### config.mk
export PLATFORM = sky130hd
export DESIGN_NAME = palette_pixel_to_spi9_lcd_writer_core
export DESIGN_NICKNAME = d
export VERILOG_FILES = /design/src/hdl/lcdw_pkg.sv /design/src/hdl/palette_pixel_to_spi9_lcd_writer_core.sv /design/src/hdl/lcdw_front.sv /design/src/hdl/lcdw_queue.sv /design/src/hdl/lcdw_back.sv
export SDC_FILE = /design/constraint.sdc
export NUM_CORES = 2
export LEC_CHECK = 0
export BUFFER_PORTS_ARGS = -buffer_cell sky130_fd_sc_hd__buf_2
export CORE_UTILIZATION = 30
export DETAILED_ROUTE_END_ITERATION = 6
export GPL_TIMING_DRIVEN = 0
export RECOVER_POWER = 100
export SLEW_MARGIN = 40
export SYNTH_ARGS = -nofsm -noshare
export SYNTH_HDL_FRONTEND = slang
export SYNTH_SLANG_ARGS = --single-unit
### constraint.sdc
create_clock -name clk -period 5.9 [get_ports clk]
set_input_delay 1.18 -clock clk [delete_from_list [all_inputs] [get_ports clk]]
set_output_delay 1.18 -clock clk [all_outputs]
set_load 0.02 [all_outputs]
### src/hdl/lcdw_pkg.sv
// ----------------------------------------------------------------------------
// lcdw_pkg
// Shared types and constants for the palette pixel to 9-bit serial LCD writer.
// ----------------------------------------------------------------------------
package lcdw_pkg;

  // Default configuration
  localparam int unsigned PaletteEntriesDef = 224;
  localparam int unsigned QueueDepthDef     = 2;
  localparam logic [7:0]  IndexBaseReset    = 8'd32;

  // Frame layout: D/C bit in slot 0, data bits in slots 1..8
  localparam logic [3:0]  SlotDc            = 4'd0;
  localparam logic [3:0]  SlotFirstData     = 4'd1;
  localparam logic [3:0]  SlotLast          = 4'd8;

  // Request codes
  typedef enum logic [1:0] {
    REQ_CMD   = 2'd0,
    REQ_DATA  = 2'd1,
    REQ_LOAD  = 2'd2,
    REQ_PIXEL = 2'd3
  } lcdw_req_t;

  // One job handed from the front end to the serializer
  typedef struct packed {
    logic        err;    // bad pixel index: one error result, no bits
    logic        dc;     // level of the D/C bit of the first frame
    logic        two;    // a second data frame follows the first
    logic [15:0] data;   // first frame byte in [15:8], second in [7:0]
  } lcdw_job_t;

  // Palette entry from an RGB888 color
  function automatic logic [15:0] to_rgb565(input logic [7:0] r,
                                            input logic [7:0] g,
                                            input logic [7:0] b);
    to_rgb565 = {r[7:3], g[7:2], b[7:3]};
  endfunction

endpackage

### src/hdl/palette_pixel_to_spi9_lcd_writer_core.sv
// ----------------------------------------------------------------------------
// palette_pixel_to_spi9_lcd_writer_core
// Palette pixel to three-wire 9-bit serial LCD writer, top level.
// ----------------------------------------------------------------------------
// Usage:
//   Input queue (in_push / in_full): command, data, palette load or pixel
//   requests. A command or data request gives one 9-bit frame, a pixel
//   gives two data frames (RGB565, high byte first), a palette load gives
//   no result, and a pixel index outside the palette gives one result with
//   out_index_error set and no bits.
//   Result queue (out_empty / out_pop): one result per bit period, D/C bit
//   first, then eight data bits MSB first; out_last marks the final result
//   of a request.
//   Throughput: the serializer emits one result per clock while the
//   receiver keeps popping; palette loads take an input slot but give no
//   result. From accept, a request passes through the front-end stage
//   register, the job queue and the output register to its first result.
//   When out_pop stays low the last result holds, the job queue fills and
//   in_full rises; nothing is dropped. Requests keep being accepted while
//   earlier ones are serialized, as long as the queue has room.
//   Reset clears all control state and sets index_base to 32. The palette
//   memory is not cleared: write an entry before a pixel uses it.
//   cfg_wr_en / cfg_wr_data write index_base; write it only while idle.
// ----------------------------------------------------------------------------
module palette_pixel_to_spi9_lcd_writer_core #(
  parameter int unsigned PALETTE_ENTRIES = lcdw_pkg::PaletteEntriesDef,
  parameter int unsigned QUEUE_DEPTH     = lcdw_pkg::QueueDepthDef
) (
  input  logic       clk,
  input  logic       rst_n,
  input  logic       cfg_wr_en,
  input  logic [7:0] cfg_wr_data,
  input  logic       in_push,
  output logic       in_full,
  input  logic [1:0] in_req_type,
  input  logic [7:0] in_byte_value,
  input  logic [7:0] in_palette_slot,
  input  logic [7:0] in_red,
  input  logic [7:0] in_green,
  input  logic [7:0] in_blue,
  input  logic [7:0] in_pixel_index,
  output logic       out_empty,
  input  logic       out_pop,
  output logic       out_serial_bit,
  output logic [3:0] out_bit_slot,
  output logic       out_frame_end,
  output logic       out_index_error,
  output logic       out_last
);
  import lcdw_pkg::*;

  lcdw_job_t q_wr_data;
  lcdw_job_t q_rd_data;
  logic      q_push, q_full;
  logic      q_pop,  q_empty;

  // Front end: decode, palette, index check
  lcdw_front #(
    .PALETTE_ENTRIES (PALETTE_ENTRIES)
  ) u_front (
    .clk             (clk),
    .rst_n           (rst_n),
    .cfg_wr_en       (cfg_wr_en),
    .cfg_wr_data     (cfg_wr_data),
    .in_push         (in_push),
    .in_full         (in_full),
    .in_req_type     (in_req_type),
    .in_byte_value   (in_byte_value),
    .in_palette_slot (in_palette_slot),
    .in_red          (in_red),
    .in_green        (in_green),
    .in_blue         (in_blue),
    .in_pixel_index  (in_pixel_index),
    .job_push        (q_push),
    .job_full        (q_full),
    .job_data        (q_wr_data)
  );

  // Job queue
  lcdw_queue #(
    .DEPTH (QUEUE_DEPTH)
  ) u_queue (
    .clk     (clk),
    .rst_n   (rst_n),
    .push    (q_push),
    .full    (q_full),
    .wr_data (q_wr_data),
    .pop     (q_pop),
    .empty   (q_empty),
    .rd_data (q_rd_data)
  );

  // Serializer
  lcdw_back u_back (
    .clk             (clk),
    .rst_n           (rst_n),
    .job_empty       (q_empty),
    .job_pop         (q_pop),
    .job_data        (q_rd_data),
    .out_empty       (out_empty),
    .out_pop         (out_pop),
    .out_serial_bit  (out_serial_bit),
    .out_bit_slot    (out_bit_slot),
    .out_frame_end   (out_frame_end),
    .out_index_error (out_index_error),
    .out_last        (out_last)
  );

endmodule

### src/hdl/lcdw_front.sv
// ----------------------------------------------------------------------------
// lcdw_front
// Accepts requests, holds the base register and the palette memory, turns
// each request into a serializer job. Palette loads end here.
// ----------------------------------------------------------------------------
module lcdw_front #(
  parameter int unsigned PALETTE_ENTRIES = lcdw_pkg::PaletteEntriesDef
) (
  input  logic                clk,
  input  logic                rst_n,
  input  logic                cfg_wr_en,
  input  logic [7:0]          cfg_wr_data,
  input  logic                in_push,
  output logic                in_full,
  input  logic [1:0]          in_req_type,
  input  logic [7:0]          in_byte_value,
  input  logic [7:0]          in_palette_slot,
  input  logic [7:0]          in_red,
  input  logic [7:0]          in_green,
  input  logic [7:0]          in_blue,
  input  logic [7:0]          in_pixel_index,
  output logic                job_push,
  input  logic                job_full,
  output lcdw_pkg::lcdw_job_t job_data
);
  import lcdw_pkg::*;

  localparam int unsigned AddrW   = $clog2(PALETTE_ENTRIES);
  localparam logic [8:0]  Entries = 9'(PALETTE_ENTRIES);

  logic [7:0]  index_base_r;
  logic [15:0] pal_mem [PALETTE_ENTRIES];
  logic [15:0] rd_data_r;

  logic        s1_valid_r, s1_valid_nxt;
  logic        s1_pix_r;
  logic        s1_err_r;
  logic        s1_dc_r;
  logic [7:0]  s1_byte_r;

  logic        accept;
  logic        s1_move;
  logic [8:0]  diff;
  logic        idx_err;
  logic        slot_ok;
  logic        is_load;
  logic        is_pixel;
  logic        is_data;

  // Base register
  always_ff @(posedge clk) begin
    if (!rst_n) begin
      index_base_r <= IndexBaseReset;
    end else if (cfg_wr_en) begin
      index_base_r <= cfg_wr_data;
    end
  end

  // Request decode
  always_comb begin
    is_load  = 1'b0;
    is_pixel = 1'b0;
    is_data  = 1'b0;
    unique case (lcdw_req_t'(in_req_type))
      REQ_CMD:   is_data  = 1'b0;
      REQ_DATA:  is_data  = 1'b1;
      REQ_LOAD:  is_load  = 1'b1;
      REQ_PIXEL: is_pixel = 1'b1;
      default:   is_load  = 1'b0;
    endcase
  end

  // Index check: borrow or past the end of the palette
  assign diff    = {1'b0, in_pixel_index} - {1'b0, index_base_r};
  assign idx_err = diff[8] || (diff >= Entries);
  assign slot_ok = ({1'b0, in_palette_slot} < Entries);

  // Handshake: stage 1 drains into the job queue
  assign s1_move = !s1_valid_r || !job_full;
  assign in_full = !s1_move;
  assign accept  = in_push && s1_move;

  // Palette memory: at most one write or one registered read per accepted request
  always_ff @(posedge clk) begin
    if (accept && is_load && slot_ok) begin
      pal_mem[in_palette_slot[AddrW-1:0]] <= to_rgb565(in_red, in_green, in_blue);
    end
    if (accept && is_pixel) begin
      rd_data_r <= pal_mem[diff[AddrW-1:0]];
    end
  end

  // Stage 1 control
  always_comb begin
    s1_valid_nxt = s1_valid_r;
    if (s1_move) begin
      s1_valid_nxt = accept && !is_load;
    end
  end

  always_ff @(posedge clk) begin
    if (!rst_n) begin
      s1_valid_r <= 1'b0;
    end else begin
      s1_valid_r <= s1_valid_nxt;
    end
  end

  // Stage 1 payload
  always_ff @(posedge clk) begin
    if (accept) begin
      s1_pix_r  <= is_pixel;
      s1_err_r  <= is_pixel && idx_err;
      s1_dc_r   <= is_data || is_pixel;
      s1_byte_r <= in_byte_value;
    end
  end

  // Job to the queue
  assign job_push      = s1_valid_r && !job_full;
  assign job_data.err  = s1_err_r;
  assign job_data.dc   = s1_dc_r;
  assign job_data.two  = s1_pix_r;
  assign job_data.data = s1_pix_r ? rd_data_r : {s1_byte_r, 8'h00};

endmodule

### src/hdl/lcdw_queue.sv
// ----------------------------------------------------------------------------
// lcdw_queue
// Small register queue of serializer jobs between front end and serializer.
// ----------------------------------------------------------------------------
module lcdw_queue #(
  parameter int unsigned DEPTH = lcdw_pkg::QueueDepthDef
) (
  input  logic                clk,
  input  logic                rst_n,
  input  logic                push,
  output logic                full,
  input  lcdw_pkg::lcdw_job_t wr_data,
  input  logic                pop,
  output logic                empty,
  output lcdw_pkg::lcdw_job_t rd_data
);
  import lcdw_pkg::*;

  localparam int unsigned PtrW = (DEPTH > 1) ? $clog2(DEPTH) : 1;
  localparam int unsigned CntW = $clog2(DEPTH + 1);
  localparam logic [PtrW-1:0] PtrMax = PtrW'(DEPTH - 1);
  localparam logic [CntW-1:0] CntMax = CntW'(DEPTH);

  lcdw_job_t       slots_r [DEPTH];
  logic [PtrW-1:0] wr_ptr_r, wr_ptr_nxt;
  logic [PtrW-1:0] rd_ptr_r, rd_ptr_nxt;
  logic [CntW-1:0] count_r,  count_nxt;
  logic            do_push, do_pop;

  assign full    = (count_r == CntMax);
  assign empty   = (count_r == '0);
  assign do_push = push && !full;
  assign do_pop  = pop && !empty;
  assign rd_data = slots_r[rd_ptr_r];

  // Pointer and count update
  always_comb begin
    wr_ptr_nxt = wr_ptr_r;
    rd_ptr_nxt = rd_ptr_r;
    count_nxt  = count_r;
    if (do_push) begin
      wr_ptr_nxt = (wr_ptr_r == PtrMax) ? '0 : wr_ptr_r + 1'b1;
    end
    if (do_pop) begin
      rd_ptr_nxt = (rd_ptr_r == PtrMax) ? '0 : rd_ptr_r + 1'b1;
    end
    if (do_push && !do_pop) begin
      count_nxt = count_r + 1'b1;
    end else if (do_pop && !do_push) begin
      count_nxt = count_r - 1'b1;
    end
  end

  always_ff @(posedge clk) begin
    if (!rst_n) begin
      wr_ptr_r <= '0;
      rd_ptr_r <= '0;
      count_r  <= '0;
    end else begin
      wr_ptr_r <= wr_ptr_nxt;
      rd_ptr_r <= rd_ptr_nxt;
      count_r  <= count_nxt;
    end
  end

  // Storage
  always_ff @(posedge clk) begin
    if (do_push) begin
      slots_r[wr_ptr_r] <= wr_data;
    end
  end

endmodule

### src/hdl/lcdw_back.sv
// ----------------------------------------------------------------------------
// lcdw_back
// Serializer: turns jobs into one result per bit period, with an output
// register that holds the oldest result until it is popped.
// ----------------------------------------------------------------------------
module lcdw_back (
  input  logic                clk,
  input  logic                rst_n,
  input  logic                job_empty,
  output logic                job_pop,
  input  lcdw_pkg::lcdw_job_t job_data,
  output logic                out_empty,
  input  logic                out_pop,
  output logic                out_serial_bit,
  output logic [3:0]          out_bit_slot,
  output logic                out_frame_end,
  output logic                out_index_error,
  output logic                out_last
);
  import lcdw_pkg::*;

  // Serializer state
  logic        busy_r,  busy_nxt;
  logic [3:0]  slot_r,  slot_nxt;
  logic        two_r,   two_nxt;
  logic        dc_r,    dc_nxt;
  logic [15:0] shift_r, shift_nxt;

  // Output register
  logic        valid_r, valid_nxt;
  logic        bit_r,   bit_nxt;
  logic [3:0]  oslot_r, oslot_nxt;
  logic        fend_r,  fend_nxt;
  logic        err_r,   err_nxt;
  logic        last_r,  last_nxt;

  logic        advance;

  assign advance = !valid_r || out_pop;
  assign job_pop = advance && !busy_r && !job_empty;

  // Next result
  always_comb begin
    busy_nxt  = busy_r;
    slot_nxt  = slot_r;
    two_nxt   = two_r;
    dc_nxt    = dc_r;
    shift_nxt = shift_r;
    valid_nxt = valid_r;
    bit_nxt   = bit_r;
    oslot_nxt = oslot_r;
    fend_nxt  = fend_r;
    err_nxt   = err_r;
    last_nxt  = last_r;
    if (advance) begin
      if (busy_r) begin
        // one bit of the current frame
        valid_nxt = 1'b1;
        err_nxt   = 1'b0;
        oslot_nxt = slot_r;
        fend_nxt  = (slot_r == SlotLast);
        last_nxt  = (slot_r == SlotLast) && !two_r;
        if (slot_r == SlotDc) begin
          bit_nxt = dc_r;
        end else begin
          bit_nxt   = shift_r[15];
          shift_nxt = {shift_r[14:0], 1'b0};
        end
        if (slot_r == SlotLast) begin
          slot_nxt = SlotDc;
          two_nxt  = 1'b0;
          busy_nxt = two_r;
        end else begin
          slot_nxt = slot_r + 1'b1;
        end
      end else if (!job_empty) begin
        valid_nxt = 1'b1;
        if (job_data.err) begin
          // error result, no bits
          bit_nxt   = 1'b0;
          oslot_nxt = SlotDc;
          fend_nxt  = 1'b0;
          err_nxt   = 1'b1;
          last_nxt  = 1'b1;
        end else begin
          // D/C bit goes out while the job loads
          bit_nxt   = job_data.dc;
          oslot_nxt = SlotDc;
          fend_nxt  = 1'b0;
          err_nxt   = 1'b0;
          last_nxt  = 1'b0;
          busy_nxt  = 1'b1;
          slot_nxt  = SlotFirstData;
          two_nxt   = job_data.two;
          dc_nxt    = job_data.dc;
          shift_nxt = job_data.data;
        end
      end else begin
        valid_nxt = 1'b0;
      end
    end
  end

  // Control registers
  always_ff @(posedge clk) begin
    if (!rst_n) begin
      busy_r  <= 1'b0;
      slot_r  <= SlotDc;
      two_r   <= 1'b0;
      valid_r <= 1'b0;
    end else begin
      busy_r  <= busy_nxt;
      slot_r  <= slot_nxt;
      two_r   <= two_nxt;
      valid_r <= valid_nxt;
    end
  end

  // Payload registers
  always_ff @(posedge clk) begin
    dc_r    <= dc_nxt;
    shift_r <= shift_nxt;
    bit_r   <= bit_nxt;
    oslot_r <= oslot_nxt;
    fend_r  <= fend_nxt;
    err_r   <= err_nxt;
    last_r  <= last_nxt;
  end

  assign out_empty       = !valid_r;
  assign out_serial_bit  = bit_r;
  assign out_bit_slot    = oslot_r;
  assign out_frame_end   = fend_r;
  assign out_index_error = err_r;
  assign out_last        = last_r;

endmodule

==> impl_metrics.py <==
metrics = {
    "clock_network": {
        "clkSlewWorstSetupHoldPaths_ns": 0.06,
        "cts_max_path_buffers": 4,
        "cts.sinks": 3695,
        "cts_tree": "yes",
        "clock_latency_ns": 0.93,
        "htreeDepth": 5,
        "cts-buffers-inserted": 366,
        "root_buffer": "clkbuf_16",
        "post_cts_buffers": 0,
    },
    "setup_path": {
        "cpMostUsedCell": "buf_2",
        "rrSetupSlack_ns": 0.02,
        "worstPathRequired_ns": 6.47,
        "r2r-end": "u_front.rd_data_r[7]$_DFFE_PP_",
        "cpPeakStageDelay_ns": 0.62,
        "slowest_stage": "a22oi_1",
        "rr_startpoint": "u_front.index_base_r[0]$_SDFFE_PN0P_",
        "path_cells": "clkbuf_2 > inv_1 > ha_1 > fa_1 > buf_2 > buf_2 > buf_2 > clkbuf_2 > buf_4 > mux4_2 > mux2i_1 > a21oi_1 > a22oi_1 > o221ai_1 > mux2_2",
        "crit_fanout": 11,
        "r2r_cells": 13,
        "start_kind": "primary input",
        "arrival_ns": 6.63,
        "crit_type": "in2reg",
        "endpoint_kind": "register",
    },
    "detailed_routing": {
        "top_layer": "met5",
        "dr.pass1.iters": 7,
        "via_count": 70300,
        "drtIter0Drc": 10400,
        "wl_per_cell_um": 29.5,
        "viasPerCell": 5.22,
        "drcViolationCount": 5,
        "drt-met1-wl_um": 157000,
        "routed-wl-met3_um": 45500,
        "totalWireLength_um": 398000,
        "ant_nets": 0,
        "wl_met2_um": 179000,
    },
    "yosys": {
        "syn_avg_cell_area_um2": 22.3,
        "synth_seq_cells": 3695,
        "synth_top_family_by_area": "multiplexers",
        "synthTopCellsByArea": "edfxtp_1, mux4_2, mux2i_1, nand2_1, nor2_1",
        "synth_mux_area_share_pct": 17.1,
        "yosysSeqAreaShare_pct": 77.8,
        "yosysWarningCount": 0,
        "post-synth-top-area-cell": "edfxtp_1",
        "synthXorXnorAreaFrac_pct": 0.0668,
        "syn_inst": 6378,
        "yosysTopAreaCellShare_pct": 77.5,
        "synthSimpleGateAreaFrac_pct": 2.40,
        "synthAdderAreaFrac_pct": 0.119,
        "synth_edf_count": 3674,
        "synth-compound-area-share_pct": 1.35,
        "async_reset_ff_share_pct": 0,
        "yosys_most_used_dff": "edfxtp_1",
        "yosys.cell_types.count": 53,
        "syn_area_um2": 142000,
        "syn_nets": 6454,
    },
    "floorplan": {
        "core_region_area_um2": 472000,
        "row_count": 252,
        "fp.dieH_um": 691,
        "boundaryPins": 73,
        "die_x_um": 691,
        "start_util_pct": 30.2,
        "die_area_um2": 477000,
    },
    "timing": {
        "max_slew.worst_pin.slew_ns": 4.55,
        "hold-worst-slack_ns": 0.447,
        "fin_worst_skew_ns": 0.0959,
        "setup_viol": 10,
        "min_period_ns": 6.06,
        "relSlewSlack_pct": -203,
        "worst_slack_ns": -0.160,
        "fmax_mhz": 165,
        "fin_crit_sh_pct": 103,
        "hold_viol": 0,
        "rsz0062_at_grt": "false",
        "final-max-slew-violation-count": 5231,
    },
    "min_path": {
        "hold_depth": 0,
        "min_path_type": "reg2reg",
        "min_to": "u_queue.slots_r[0][18]$_DFFE_PP_",
        "worstHoldStart": "u_front.s1_err_r$_DFFE_PP_",
    },
    "finish": {
        "drive_gt1_share_pct": 25.8,
        "final-seq-area_um2": 111000,
        "multi_input_area_um2": 30200,
        "fillerInstances": 43400,
        "fin_nets": 7025,
        "final_cells": 13500,
        "syn_to_final_growth_pct": 14.9,
    },
    "outcome": {
        "violations": "design-rule violations, max-capacitance violations, max-slew violations, negative setup slack",
        "outcome": "complete, but fails checks",
    },
    "placement": {
        "routabilityCongestion": 0.952,
        "dp.cells": 12800,
        "dp_hpwl_um": 270000,
        "port-buffer-count": 63,
    },
    "power": {
        "p_leak_nw": 50.2,
        "ir_drop_uv": 247,
        "p_per_area_nw_per_um2": 367,
        "power_mw": 60.0,
    },
    "grt": {
        "grt_pass1_vias": 70000,
        "gr-total-overflow": 0,
        "grt_util_all_layers_pct": 16.1,
        "grt_pass1_wl_um": 550000,
        "antenna_found_initial": 36,
        "grt_max_degree": 101,
    },
    "run": {
        "drv_cap": 186,
    },
}
==> cells by family (layout without fill, tap and decap cells) <==
| logic type | count (synthesis) | count (layout) |
|---|---|---|
| simple gates | 809 | 809 |
| fa+ha+maj | 13 | 13 |
| flops | 3695 | 3695 |
| compound gates | 285 | 285 |
| buf+inv | 382 | 1242 |
| mux | 1184 | 1184 |
| other cells | 0 | 21 |
| xor+xnor | 10 | 10 |
==> per-stage QoR <==
stage / utilization (%) / setup TNS, ns / instance area [um^2] / setup slack, ns
2_1_floorplan: - / 0 / 142000 / 1.53
4_1_cts: 35.4 / 0 / 167000 / 0.000852
6_report: 34.7 / -0.561 / 164000 / -0.160
3_3_place_gp: 31.9 / -28.38 / 151000 / -2.12
3_5_place_dp: 33.0 / -17.38 / 155000 / -1.24
5_1_grt: 34.7 / 0 / 164000 / 0.0105
==> flip-flops by register name (all words and copies together), names as in the netlist, 2 cells and up, named ones only <==
register	cells
u_back.out_bit_slot	4
u_back.shift_r	16
u_back.slot_r	4
u_front.index_base_r	8
u_front.pal_mem	3584
u_front.rd_data_r	16
u_front.s1_byte_r	8
u_queue.count_r	2
u_queue.slots_r	38
==> worst max path at each step <==
stage / endpoint / from
2_1_floorplan: u_front.rd_data_r[5]$_DFFE_PP_ / in_pixel_index[0]
3_3_place_gp: u_front.rd_data_r[14]$_DFFE_PP_ / in_pixel_index[0]
3_5_place_dp: u_front.rd_data_r[7]$_DFFE_PP_ / in_pixel_index[0]
4_1_cts: u_front.rd_data_r[15]$_DFFE_PP_ / in_pixel_index[0]
5_1_grt: u_front.rd_data_r[14]$_DFFE_PP_ / in_pixel_index[0]
6_report: u_front.rd_data_r[7]$_DFFE_PP_ / in_pixel_index[0]
==> cell usage after synthesis, types with 10 or more instances <==
library cell	number
nand3_1	105
mux2i_1	162
nor3_1	11
nor4_1	15
buf_4	17
mux4_2	995
a31o_1	15
inv_1	23
nor2_1	264
buf_1	37
nand2_1	339
dfxtp_1	21
o22ai_1	31
a21oi_1	81
o211ai_1	34
mux2_2	26
a211oi_1	31
edfxtp_1	3674
and2_1	42
clkbuf_1	155
o221ai_1	18
o21ai_0	23
nor2b_1	10
buf_2	144
ha_1	12
a22oi_1	30
==> layout by cell type (no fill, tap or decap), drive strengths merged, types with 4 or more instances in the layout <==
cell | synthesis | layout
edfxtp | 3674 | 3674
mux4 | 995 | 995
clkbuf | 155 | 733
nand2 | 339 | 339
buf | 204 | 271
nor2 | 264 | 264
mux2i | 162 | 162
clkinv | 0 | 158
nand3 | 105 | 105
a21oi | 82 | 82
and2 | 42 | 42
o211ai | 36 | 36
inv | 23 | 36
a211oi | 31 | 31
o22ai | 31 | 31
a22oi | 30 | 30
bufinv | 0 | 28
mux2 | 27 | 27
o21ai | 25 | 25
diode | 0 | 21
dfxtp | 21 | 21
o221ai | 18 | 18
a31o | 15 | 15
nor4 | 15 | 15
ha | 12 | 12
nor3 | 11 | 11
nor2b | 10 | 10
clkinvlp | 0 | 9
xor2 | 6 | 6
nand2b | 5 | 5
a21o | 5 | 5
nand4 | 5 | 5
xnor2 | 4 | 4
==> power by group <==
group          switching, mW  internal, mW
Clock                   9.90          12.9
Combinational           5.36          2.64
Sequential            0.0561          29.1
==> area by class of cell <==
cell class | instances | share of cell area [%]
antenna | 21 | 0.0321
buffer | 359 | 1.09
clock buffer | 449 | 5.94
clock inverter | 208 | 1.11
inverter | 23 | 0.0527
multi-input combinational | 2301 | 18.4
sequential | 3695 | 67.7
tap | 6223 | 4.76
timing repair buffer | 203 | 0.941
==> worst max-delay path: cells and delay by family <==
kind	cells	cell delay, ns
buf+inv	7	2.40
compound gates	3	1.32
mux	3	0.98
fa+ha+maj	2	0.68
==> timing repair <==
action / 4_1_cts / 5_1_grt
endpoints found under the setup margin: 16 / 5
pin swaps: 0 / 0
endpoints found under the hold margin: 0 / 0
gates resized for setup: 15 / 5
hold buffers: 0 / 0
==> per-layer routing <==
layer	up-vias	global-route usage [%]
li1	28000	-
met2	3780	24.7
met4	18	5.46
met5	-	0
met1	37800	22.1
met3	731	4.57
No activity file was read; power rests on OpenSTA's default activity.
